===== config.mk =====
export PLATFORM = sky130hd
export DESIGN_NAME = lod_segment_classifier_unit
export DESIGN_NICKNAME = d
export VERILOG_FILES = /design/src/lsc_pkg.sv /design/src/lsc_dist_unit.sv /design/src/lod_segment_classifier_unit.sv
export SDC_FILE = /design/constraint.sdc
export NUM_CORES = 2
export LEC_CHECK = 0
export ABC_AREA = 0
export CAP_MARGIN = 25
export CORE_MARGIN = 5
export CORE_UTILIZATION = 45
export CTS_CLUSTER_DIAMETER = 40
export DETAILED_ROUTE_END_ITERATION = 10
export DONT_BUFFER_PORTS = 1
export PLACE_DENSITY_LB_ADDON = 0.05
export REMOVE_ABC_BUFFERS = 1
export SLEW_MARGIN = 20
export SYNTH_ARGS = -nofsm -noshare
export SYNTH_HDL_FRONTEND = slang
export SYNTH_HIERARCHICAL = 1
export SYNTH_SLANG_ARGS = --single-unit
export TNS_END_PERCENT = 5

===== constraint.sdc =====
create_clock -name i_clk -period 10.2 [get_ports i_clk]
set_input_delay 1.53 -clock i_clk [delete_from_list [all_inputs] [get_ports i_clk]]
set_output_delay 1.53 -clock i_clk [all_outputs]
set_load 0.02 [all_outputs]

===== src/lsc_pkg.sv =====
// shared types, codes and helpers for the segment level-of-detail classifier
package lsc_pkg;

    localparam int LSC_FRAC_BITS = 16;

    localparam int COORD_W = 32;
    localparam int RAD_W   = 64;
    localparam int ACC_W   = 40;
    localparam int GAP_W   = 34;
    localparam int CFG_IDX_W = 3;

    localparam logic [1:0] MODE_EXTRUDE = 2'd0;
    localparam logic [1:0] MODE_LINE    = 2'd1;
    localparam logic [1:0] MODE_NONE    = 2'd2;

    localparam logic [CFG_IDX_W-1:0] CFG_CAMERA_X = 3'd0;
    localparam logic [CFG_IDX_W-1:0] CFG_CAMERA_Y = 3'd1;
    localparam logic [CFG_IDX_W-1:0] CFG_CAMERA_Z = 3'd2;
    localparam logic [CFG_IDX_W-1:0] CFG_NEAR     = 3'd3;
    localparam logic [CFG_IDX_W-1:0] CFG_FAR      = 3'd4;

    typedef struct packed {
        logic                done;
        logic [COORD_W-1:0]  distance;
    } t_dist_rsp;

    // can the current run take a segment, given the length summed so far
    function automatic logic run_admits(
        input logic [1:0]       mode,
        input logic [ACC_W-1:0] acc,
        input logic [GAP_W-1:0] near_gap,
        input logic [GAP_W-1:0] far_gap
    );
        logic lt_near;
        logic lt_far;
        lt_near = acc < {{(ACC_W-GAP_W){1'b0}}, near_gap};
        lt_far  = acc < {{(ACC_W-GAP_W){1'b0}}, far_gap};
        case (mode)
            MODE_EXTRUDE: run_admits = lt_near;
            MODE_LINE:    run_admits = lt_near && lt_far;
            default:      run_admits = lt_far;
        endcase
    endfunction

endpackage


===== src/lsc_dist_unit.sv =====
// camera distance: one shared multiplier for the squares, then a bit-serial square root
module lsc_dist_unit (
    input  logic                          i_clk,
    input  logic                          i_rst_n,
    input  logic                          i_start,
    input  logic [lsc_pkg::COORD_W-1:0]   i_cam_x,
    input  logic [lsc_pkg::COORD_W-1:0]   i_cam_y,
    input  logic [lsc_pkg::COORD_W-1:0]   i_cam_z,
    input  logic [lsc_pkg::COORD_W-1:0]   i_pt_x,
    input  logic [lsc_pkg::COORD_W-1:0]   i_pt_y,
    input  logic [lsc_pkg::COORD_W-1:0]   i_pt_z,
    output lsc_pkg::t_dist_rsp            o_rsp
);
    import lsc_pkg::*;

    typedef enum logic [2:0] {
        D_IDLE = 3'b001,
        D_SQ   = 3'b010,
        D_ROOT = 3'b100
    } t_dstate;

    localparam int MAG_W = COORD_W + 1;
    localparam int REM_W = COORD_W + 1;

    t_dstate              r_state;
    logic [4:0]           r_cnt;
    logic [MAG_W-1:0]     r_mag_x, r_mag_y, r_mag_z;
    logic [RAD_W-1:0]     r_prod;
    logic                 r_psat;
    logic [RAD_W-1:0]     r_acc;
    logic [REM_W-1:0]     r_rem;
    logic [COORD_W-1:0]   r_root;
    logic                 r_done;

    logic [MAG_W-1:0]     mag_sel;
    logic [RAD_W:0]       sum;
    logic [RAD_W-1:0]     sum_sat;
    logic [REM_W+1:0]     rem2;
    logic [REM_W+1:0]     trial;
    logic                 take;

    function automatic logic [MAG_W-1:0] abs_diff(
        input logic [COORD_W-1:0] a,
        input logic [COORD_W-1:0] b
    );
        logic [MAG_W-1:0] d;
        d = {a[COORD_W-1], a} - {b[COORD_W-1], b};
        abs_diff = d[MAG_W-1] ? (~d + MAG_W'(1)) : d;
    endfunction

    always_comb begin
        case (r_cnt[1:0])
            2'd0:    mag_sel = r_mag_x;
            2'd1:    mag_sel = r_mag_y;
            default: mag_sel = r_mag_z;
        endcase
    end

    // saturating add of the previous square
    assign sum     = {1'b0, r_acc} + {1'b0, r_prod};
    assign sum_sat = (r_psat || sum[RAD_W]) ? {RAD_W{1'b1}} : sum[RAD_W-1:0];

    // one root digit: bring down two radicand bits, try (root*4 + 1)
    assign rem2  = {r_rem, r_acc[RAD_W-1 -: 2]};
    assign trial = {1'b0, r_root, 2'b01};
    assign take  = rem2 >= trial;

    always_ff @(posedge i_clk) begin
        if (!i_rst_n) begin
            r_state <= D_IDLE;
            r_cnt   <= '0;
            r_done  <= 1'b0;
        end else begin
            r_done <= (r_state == D_ROOT) && (r_cnt == 5'd31);
            case (r_state)
                D_IDLE: begin
                    if (i_start) begin
                        r_state <= D_SQ;
                        r_cnt   <= '0;
                    end
                end
                D_SQ: begin
                    if (r_cnt[1:0] == 2'd3) begin
                        r_state <= D_ROOT;
                        r_cnt   <= '0;
                    end else begin
                        r_cnt <= r_cnt + 5'd1;
                    end
                end
                D_ROOT: begin
                    r_cnt <= r_cnt + 5'd1;
                    if (r_cnt == 5'd31) begin
                        r_state <= D_IDLE;
                    end
                end
                default: r_state <= D_IDLE;
            endcase
        end
    end

    always_ff @(posedge i_clk) begin
        case (r_state)
            D_IDLE: begin
                r_mag_x <= abs_diff(i_cam_x, i_pt_x);
                r_mag_y <= abs_diff(i_cam_y, i_pt_y);
                r_mag_z <= abs_diff(i_cam_z, i_pt_z);
                r_acc   <= '0;
                r_prod  <= '0;
                r_psat  <= 1'b0;
            end
            D_SQ: begin
                if (r_cnt[1:0] != 2'd3) begin
                    r_prod <= {{COORD_W{1'b0}}, mag_sel[COORD_W-1:0]}
                            * {{COORD_W{1'b0}}, mag_sel[COORD_W-1:0]};
                    r_psat <= mag_sel[MAG_W-1];
                end
                r_acc  <= sum_sat;
                r_rem  <= '0;
                r_root <= '0;
            end
            D_ROOT: begin
                r_acc  <= {r_acc[RAD_W-3:0], 2'b00};
                r_rem  <= take ? REM_W'(rem2 - trial) : rem2[REM_W-1:0];
                r_root <= {r_root[COORD_W-2:0], take};
            end
            default: begin
            end
        endcase
    end

    assign o_rsp.done     = r_done;
    assign o_rsp.distance = r_root;

endmodule


===== src/lod_segment_classifier_unit.sv =====
// top level: run sequencer, mode classification and stream ports
//
//  channel   dir  handshake               payload
//  s_axis    in   tvalid/tready           tdata[127:0], tlast = final_segment
//  m_axis    out  tvalid/tready           tdata[7:0], tlast = last_out
//  cfg       in   i_cfg_we (no wait)      i_cfg_idx, i_cfg_data
//
//  a segment inside a running run goes S_CHECK, S_ADV, then into the output register;
//  a run start goes S_CHECK, S_START, S_DIST, S_ADV, where S_DIST does the squares
//  on one multiplier, then 32 root digits; s_axis takes no new segment until S_IDLE
//  reset is synchronous, active low; it clears run state and loads register defaults
//  the result sits in an output register, so a stalled m_axis only holds the last step
module lod_segment_classifier_unit #(
    parameter int FRAC_BITS = lsc_pkg::LSC_FRAC_BITS
) (
    input  logic                           i_clk,
    input  logic                           i_rst_n,
    input  logic                           i_cfg_we,
    input  logic [lsc_pkg::CFG_IDX_W-1:0]  i_cfg_idx,
    input  logic [lsc_pkg::COORD_W-1:0]    i_cfg_data,
    input  logic                           s_axis_tvalid,
    output logic                           s_axis_tready,
    // start_x, start_y, start_z, segment_length
    input  logic [127:0]                   s_axis_tdata,
    input  logic                           s_axis_tlast,
    output logic                           m_axis_tvalid,
    input  logic                           m_axis_tready,
    // segment_mode[1:0], run_start[2], zero fill
    output logic [7:0]                     m_axis_tdata,
    output logic                           m_axis_tlast
);
    import lsc_pkg::*;

    localparam logic [63:0] NEAR_RAW = 64'd1000 << FRAC_BITS;
    localparam logic [COORD_W-1:0] NEAR_RST =
        (NEAR_RAW > 64'h7FFF_FFFF) ? 32'h7FFF_FFFF : NEAR_RAW[COORD_W-1:0];
    localparam logic [COORD_W-1:0] FAR_RST = 32'd0 - (32'd1 << FRAC_BITS);

    typedef enum logic [4:0] {
        S_IDLE  = 5'b00001,
        S_CHECK = 5'b00010,
        S_START = 5'b00100,
        S_DIST  = 5'b01000,
        S_ADV   = 5'b10000
    } t_state;

    t_state              r_state, n_state;
    logic [COORD_W-1:0]  r_cam_x, r_cam_y, r_cam_z, r_near, r_far;
    logic [COORD_W-1:0]  r_px, r_py, r_pz, r_len;
    logic                r_last;
    logic                r_run_active;
    logic [1:0]          r_run_mode;
    logic [ACC_W-1:0]    r_acc;
    logic [GAP_W-1:0]    r_near_gap, r_far_gap;
    logic                r_rs;
    logic                r_out_valid;
    logic [1:0]          r_out_mode;
    logic                r_out_rs;
    logic                r_out_last;

    t_dist_rsp           dist_rsp;
    logic                dist_start;
    logic                admits;
    logic                out_free;
    logic [GAP_W-1:0]    dist_s, near_s, far_s;
    logic [GAP_W-1:0]    d_near, d_far;
    logic                far_pos;
    logic [1:0]          new_mode;
    logic [ACC_W:0]      acc_sum;

    lsc_dist_unit u_dist (
        .i_clk   (i_clk),
        .i_rst_n (i_rst_n),
        .i_start (dist_start),
        .i_cam_x (r_cam_x),
        .i_cam_y (r_cam_y),
        .i_cam_z (r_cam_z),
        .i_pt_x  (r_px),
        .i_pt_y  (r_py),
        .i_pt_z  (r_pz),
        .o_rsp   (dist_rsp)
    );

    assign admits     = run_admits(r_run_mode, r_acc, r_near_gap, r_far_gap);
    assign out_free   = !r_out_valid || m_axis_tready;
    assign dist_start = (r_state == S_START);

    // classification of a fresh distance, all compares in 34-bit signed
    assign dist_s  = {2'b00, dist_rsp.distance};
    assign near_s  = {{(GAP_W-COORD_W){r_near[COORD_W-1]}}, r_near};
    assign far_s   = {{(GAP_W-COORD_W){r_far[COORD_W-1]}}, r_far};
    assign d_near  = dist_s - near_s;
    assign d_far   = dist_s - far_s;
    assign far_pos = !r_far[COORD_W-1] && (r_far != '0);

    always_comb begin
        if ($signed(dist_s) < $signed(near_s)) begin
            new_mode = MODE_EXTRUDE;
        end else if (far_pos) begin
            new_mode = ($signed(dist_s) < $signed(far_s)) ? MODE_LINE : MODE_NONE;
        end else begin
            new_mode = MODE_LINE;
        end
    end

    assign acc_sum = {1'b0, r_acc} + {{(ACC_W+1-COORD_W){1'b0}}, r_len};

    always_comb begin
        n_state = r_state;
        case (r_state)
            S_IDLE:  if (s_axis_tvalid) n_state = S_CHECK;
            S_CHECK: n_state = (r_run_active && admits) ? S_ADV : S_START;
            S_START: n_state = S_DIST;
            S_DIST:  if (dist_rsp.done) n_state = S_ADV;
            S_ADV:   if (out_free) n_state = S_IDLE;
            default: n_state = S_IDLE;
        endcase
    end

    always_ff @(posedge i_clk) begin
        if (!i_rst_n) begin
            r_state      <= S_IDLE;
            r_cam_x      <= '0;
            r_cam_y      <= '0;
            r_cam_z      <= '0;
            r_near       <= NEAR_RST;
            r_far        <= FAR_RST;
            r_run_active <= 1'b0;
            r_run_mode   <= MODE_EXTRUDE;
            r_acc        <= '0;
            r_near_gap   <= '0;
            r_far_gap    <= '0;
            r_out_valid  <= 1'b0;
        end else begin
            r_state <= n_state;
            if (i_cfg_we) begin
                case (i_cfg_idx)
                    CFG_CAMERA_X: r_cam_x <= i_cfg_data;
                    CFG_CAMERA_Y: r_cam_y <= i_cfg_data;
                    CFG_CAMERA_Z: r_cam_z <= i_cfg_data;
                    CFG_NEAR:     r_near  <= i_cfg_data;
                    CFG_FAR:      r_far   <= i_cfg_data;
                    default: begin
                    end
                endcase
            end
            if (r_state == S_ADV && out_free) begin
                r_out_valid <= 1'b1;
            end else if (m_axis_tready) begin
                r_out_valid <= 1'b0;
            end
            case (r_state)
                S_CHECK: begin
                    if (!(r_run_active && admits)) begin
                        r_run_active <= 1'b0;
                    end
                end
                S_DIST: begin
                    if (dist_rsp.done) begin
                        r_run_mode   <= new_mode;
                        r_near_gap   <= d_near[GAP_W-1] ? (~d_near + GAP_W'(1)) : d_near;
                        r_far_gap    <= d_far[GAP_W-1] ? (~d_far + GAP_W'(1)) : d_far;
                        r_acc        <= '0;
                        r_run_active <= 1'b1;
                    end
                end
                S_ADV: begin
                    if (out_free) begin
                        // end of spine: run state back to reset
                        if (r_last) begin
                            r_run_active <= 1'b0;
                            r_run_mode   <= MODE_EXTRUDE;
                            r_acc        <= '0;
                            r_near_gap   <= '0;
                            r_far_gap    <= '0;
                        end else if (admits) begin
                            r_acc <= acc_sum[ACC_W] ? {ACC_W{1'b1}} : acc_sum[ACC_W-1:0];
                        end else begin
                            r_run_active <= 1'b0;
                        end
                    end
                end
                default: begin
                end
            endcase
        end
    end

    // payload registers
    always_ff @(posedge i_clk) begin
        if (r_state == S_IDLE && s_axis_tvalid) begin
            r_px   <= s_axis_tdata[31:0];
            r_py   <= s_axis_tdata[63:32];
            r_pz   <= s_axis_tdata[95:64];
            r_len  <= s_axis_tdata[127:96];
            r_last <= s_axis_tlast;
        end
        if (r_state == S_CHECK) begin
            r_rs <= !(r_run_active && admits);
        end
        if (r_state == S_ADV && out_free) begin
            r_out_mode <= admits ? r_run_mode : MODE_NONE;
            r_out_rs   <= r_rs;
            r_out_last <= r_last;
        end
    end

    assign s_axis_tready = i_rst_n && (r_state == S_IDLE);
    assign m_axis_tvalid = r_out_valid;
    assign m_axis_tdata  = {5'b00000, r_out_rs, r_out_mode};
    assign m_axis_tlast  = r_out_last;

endmodule


Word level (Yosys, flattened, before mapping)
Cells that the tools add are included.

Equality and inequality tests: 28. Multiplexer cells: 55. Reductions and logical operators: 34. Multiply operators: 1. Order comparisons: 5. Bitwise gates (word level): 5. Add/subtract/negate cells: 14.

Operator list (number): 34-bit 2-to-1 mux (6); 40-bit 2-to-1 mux (5); 64-bit one-hot mux with 3 select lines (1); 34-bit one-hot mux with 2 select lines (2); 33-bit one-hot mux with 2 select lines (2); 64-bit 2-to-1 mux (2); 64-bit one-hot mux with 2 select lines (1); 33-bit by 1-bit adder with 33-bit output, second input constant (3); 33-bit NOT (3); 32-bit by 32-bit subtractor with 33-bit output (3); 32-bit 2-to-1 mux (3); 40-bit by 34-bit < comparator with 1-bit output (2); 40-bit one-hot mux with 2 select lines (1); 34-bit by 1-bit adder with 34-bit output, second input constant (2); 34-bit NOT (2); 33-bit by 32-bit subtractor with 34-bit output (2); 33-bit by 32-bit < comparator with 1-bit output (2); 64-bit by 64-bit adder with 65-bit output (1); 32-bit by 32-bit multiplier with 64-bit output (1); 32-bit one-hot mux with 2 select lines (1); 40-bit by 32-bit adder with 41-bit output (1); 35-bit by 34-bit >= comparator with 1-bit output (1); 33-bit 2-to-1 mux (1); 33-bit subtractor (1); other kinds (36) (93).

Register bits after elaboration: 713.

Longest topological paths before layout
Depth in word-level cells: 7. Depth in mapped cells: 38.

Hierarchy
The synthesis kept the hierarchy.

By module, submodules not included: lsc_dist_unit (area an instance 54390.9 µm², seq. area each 8948.6 µm², instances 1, cells each 6176); lod_segment_classifier_unit (area an instance 22684.3 µm², seq. area each 9569.2 µm², instances 1, cells each 2612).

Least setup slack after synthesis
No wires, ideal clock.

Path kind: register to register. Start point: register u_dist.r_cnt[0]. End point: register u_dist.r_prod[57] (data pin). Buffers on the path: 5. Required time: 9934 ps. Stages on the path, launching flop included: 35. Library setup time: 266 ps. Data arrival time: 8709 ps. Setup slack: 1225 ps. Cells stage by stage: dfxtp_1 -> inv_1 -> ha_1 -> clkbuf_1 -> nor2_1 -> clkbuf_1 -> buf_1 -> a21oi_1 -> inv_1 -> clkbuf_1 -> nand2_1 -> fa_1 -> inv_1 -> fa_1 -> inv_1 -> fa_1 -> fa_1 -> inv_1 -> fa_1 -> fa_1 -> fa_1 -> inv_1 -> fa_1 -> inv_1 -> ha_1 -> clkbuf_1 -> and4_1 -> nand4_1 -> or2_2 -> a2111oi_0 -> o21a_1 -> a31o_2 -> a41oi_1 -> xor2_1 -> nor2_1.

Longest elaborated chain between the ends: 5.

RTL lines: start: declaration (line lsc_dist_unit.sv:26) `logic [4:0] r_cnt;`; start signal: assignment (line lsc_dist_unit.sv:87) `r_cnt <= r_cnt + 5'd1;`; start signal: assignment (line lsc_dist_unit.sv:91) `r_cnt <= r_cnt + 5'd1;`; 2-bit by 1-bit == test with 1-bit output / 2-bit zero test (equally long branches) (line lsc_dist_unit.sv:52) `case (r_cnt[1:0])`; 33-bit one-hot mux with 2 select lines * (line lsc_dist_unit.sv:52); 32-bit by 32-bit multiplier with 64-bit output * (line lsc_dist_unit.sv:114) `* {{COORD_W{1'b0}}, mag_sel[COORD_W-1:0]};`; 64-bit 2-to-1 mux * (line lsc_dist_unit.sv:112) `if (r_cnt[1:0] != 2'd3) begin`; 64-bit one-hot mux with 2 select lines * (line lsc_dist_unit.sv:102) `case (r_state)`; end signal: assignment (line lsc_dist_unit.sv:113) `r_prod <= {{COORD_W{1'b0}}, mag_sel[COORD_W-1:0]}`; end: declaration (line lsc_dist_unit.sv:28) `logic [RAD_W-1:0] r_prod;`.

Mark *: on every way between the ends. The rest lies on a longest branch, timed or not. The select of a mux whose other input is x is not followed. A chain may end at the register's enable or synchronous reset.

Worst setup path after layout
Start point: register u_dist.r_cnt[0]. End point: register u_dist.r_prod[61] (data pin).

The elaborated chain is that of the path after synthesis.

==> reports/results.tsv <==
metric	value	unit
critical-path-max-stage-delay	0.65	ns
preCtsSetupSlack	0.4371	ns
ys_seq_area_frac	0.2403	
end_kind	flop	
r2r_setup_slack	0.46	ns
htreeDepth	4	
numCtsBuffers	144	
min_period	9.741	ns
final_cells	11070	
first_global_vias	62020	
place_congestion	0.9482	
drc	0	
worstPathArrival	10.26	ns
status	finished, final reports clean	
fillers	16300	
top_layer_used	met5	
synth_common_cells	1381 x inv_1, 1092 x nand2_1, 796 x fa_1, 728 x nor2_1, 658 x ha_1	
grt_start_max_net_pins	67	
hold_violations	0	
place_area	0.07971	mm^2
area_delta_synth_final	10.17	%
layout-drive-gt1-share	0.06353	
gr-usage-all-layers	0.2705	
fmax	0.1027	GHz
antenna_found_initial	5	
cp_data_required_time	10.71	ns
synth.most_common_cell	inv_1	
cts.sinks	712	
core_area	0.1698	mm^2
num_vias	61570	
nets	10350	
critPathLaunchType	flop	
synth_edf_count	426	
cp_slowest_cell	fa_1	
insertion_delay	0.81	ns
stdcell_area	0.08492	mm^2
die_h	423.9	um
synthesis.area	0.07708	mm^2
fin_tns_setup	0	ns
drv_cap	0	
wl	246.2	mm
root_buffer	clkbuf_16	
io_pins	180	
hold_class	flop to flop	
cpMostUsedCell	fa_1	
slew_violations	0	
worstMarginPinSlew	1.018	ns
rsz0062_at_grt	no	
core.rowCount	151	
die_w	423.9	um
first_pass_iters	5	
finalCritPeriodShare	0.9550	
syn_inst	8788	
hpwl	199.2	mm
grt-ovfl-total	0	
yosysTopAreaCell	fa_1	
dieArea	0.1797	mm^2
grt_pass1_wl	374.6	mm
clk_transition_reported_paths	0.05	ns
synthFlopType	edfxtp_1	
yosysWarningCount	6	
drt-met1-wl	105.7	mm
worstSetupPathType	flop to flop	
wl_met3	13.00	mm
synthTopCellsByArea	fa_1 21%, edfxtp_1 17%, ha_1 11%	
worst-path-max-fanout	17	
cts_tree	built	
ant_nets	0	
drtIter0Drc	4577	
placedCellCount	10800	
async_flop_share	0	
max_slew_margin	0.3144	
synth-seq-cells	712	
wire_per_inst	22.25	um
ctsLongestPathBuffers	3	
ys_types	128	
worst_slack	0.4592	ns
port_buffers	0	
setup_violations	0	
dr_wl_met2	118.8	mm
synth_top_area_frac	0.2067	
synth.avg_cell_area	8.771	um^2
initial_core_util	0.4538	
fin_skew	0.05924	ns
via_per_inst	5.564	
[metrics by stage]
step	util	hold slack [ns]
floorplan	-	0.4003
global placement	0.4693	0.4356
detailed placement	0.4693	0.4389
CTS	0.4998	0.4454
global route	0.4999	0.4594
finish	0.5000	0.4416
[registers in the layout, indices dropped and copies added (netlist names), 33 cells and up]
register        cells
r_acc              40
r_far_gap          34
r_near_gap         34
u_dist/r_acc       64
u_dist/r_mag_x     33
u_dist/r_mag_y     33
u_dist/r_mag_z     33
u_dist/r_prod      63
u_dist/r_rem       33
[layer usage]
layer,global-route usage,vias to the layer above
li1,-,29180
met2,0.4582,1688
met5,0,-
met4,0.08999,4
met3,0.03691,368
met1,0.3580,30330
[worst paths after layout]
kind,startpoint,endpoint,depth (start not counted)
worst max register to register,u_dist/r_cnt[0],u_dist/r_prod[61],30
worst min-delay path,r_near_gap[24],r_near_gap[24],2
worst max-delay path,u_dist/r_cnt[0],u_dist/r_prod[61],30
worst min register to register,r_near_gap[24],r_near_gap[24],2
[layout by cell type (no fill, tap or decap), drive strengths merged, types with 27 or more instances in the layout]
| master | instances |
|---|---|
| and3 | 57 |
| a211oi | 60 |
| a21oi | 595 |
| dfxtp | 286 |
| nand2 | 1094 |
| o211ai | 59 |
| nand2b | 45 |
| nor2 | 731 |
| or2 | 27 |
| o21a | 56 |
| nor4 | 39 |
| o21ai | 387 |
| inv | 1405 |
| o21bai | 48 |
| nand3 | 131 |
| and2 | 55 |
| buf | 136 |
| xnor2 | 286 |
| clkbuf | 173 |
| nand4 | 81 |
| a21o | 222 |
| clkinv | 51 |
| a31oi | 67 |
| nor2b | 46 |
| or3 | 42 |
| o31ai | 37 |
| xor2 | 187 |
| edfxtp | 426 |
| a22o | 36 |
| ha | 658 |
| fa | 796 |
| nor3 | 119 |
[layout make-up]
class	count	area (um^2)	area share
multi-input combinational	6343	52170	0.6143
clock inverter	95	1241	0.01462
sequential	712	18520	0.2181
tap	2218	2775	0.03268
timing repair buffer	136	1066	0.01255
clock buffer	173	3929	0.04627
inverter	1387	5218	0.06144
antenna	2	5.005	0.00005894
[repair_timing]
action,4_1_cts,5_1_grt
endpoints found under the hold margin,0,0
gates resized for setup,0,2
setup buffers,0,0
hold buffers,0,0
endpoints found under the setup margin,0,4
[logic make-up (layout without fill, tap and decap cells)]
family / count (synthesis) / in the layout / share of synthesized area
multiplexers: 21 / 21 / 0.002776
XOR/XNOR: 473 / 473 / 0.05419
other: 1 / 7 / 0.00004865
flip-flops: 712 / 712 / 0.2403
adder cells (fa/ha/maj): 1454 / 1454 / 0.3136
AND/OR/NAND/NOR: 2547 / 2547 / 0.1493
buffers and inverters: 1737 / 1791 / 0.08523
AO/OA/AOI/OAI: 1843 / 1843 / 0.1546
[worst max-delay path: cells and delay by family, from the launching register on]
kind,cells,cell delay [ns]
AND/OR/NAND/NOR,3,0.62
flip-flops,1,0.38
buffers and inverters,7,1.30
adder cells (fa/ha/maj),10,4.64
multiplexers,1,0.13
AO/OA/AOI/OAI,9,2.35
Power is not shown: default switching activity piles up to over one toggle a cycle in this logic, so the estimate is an artifact.
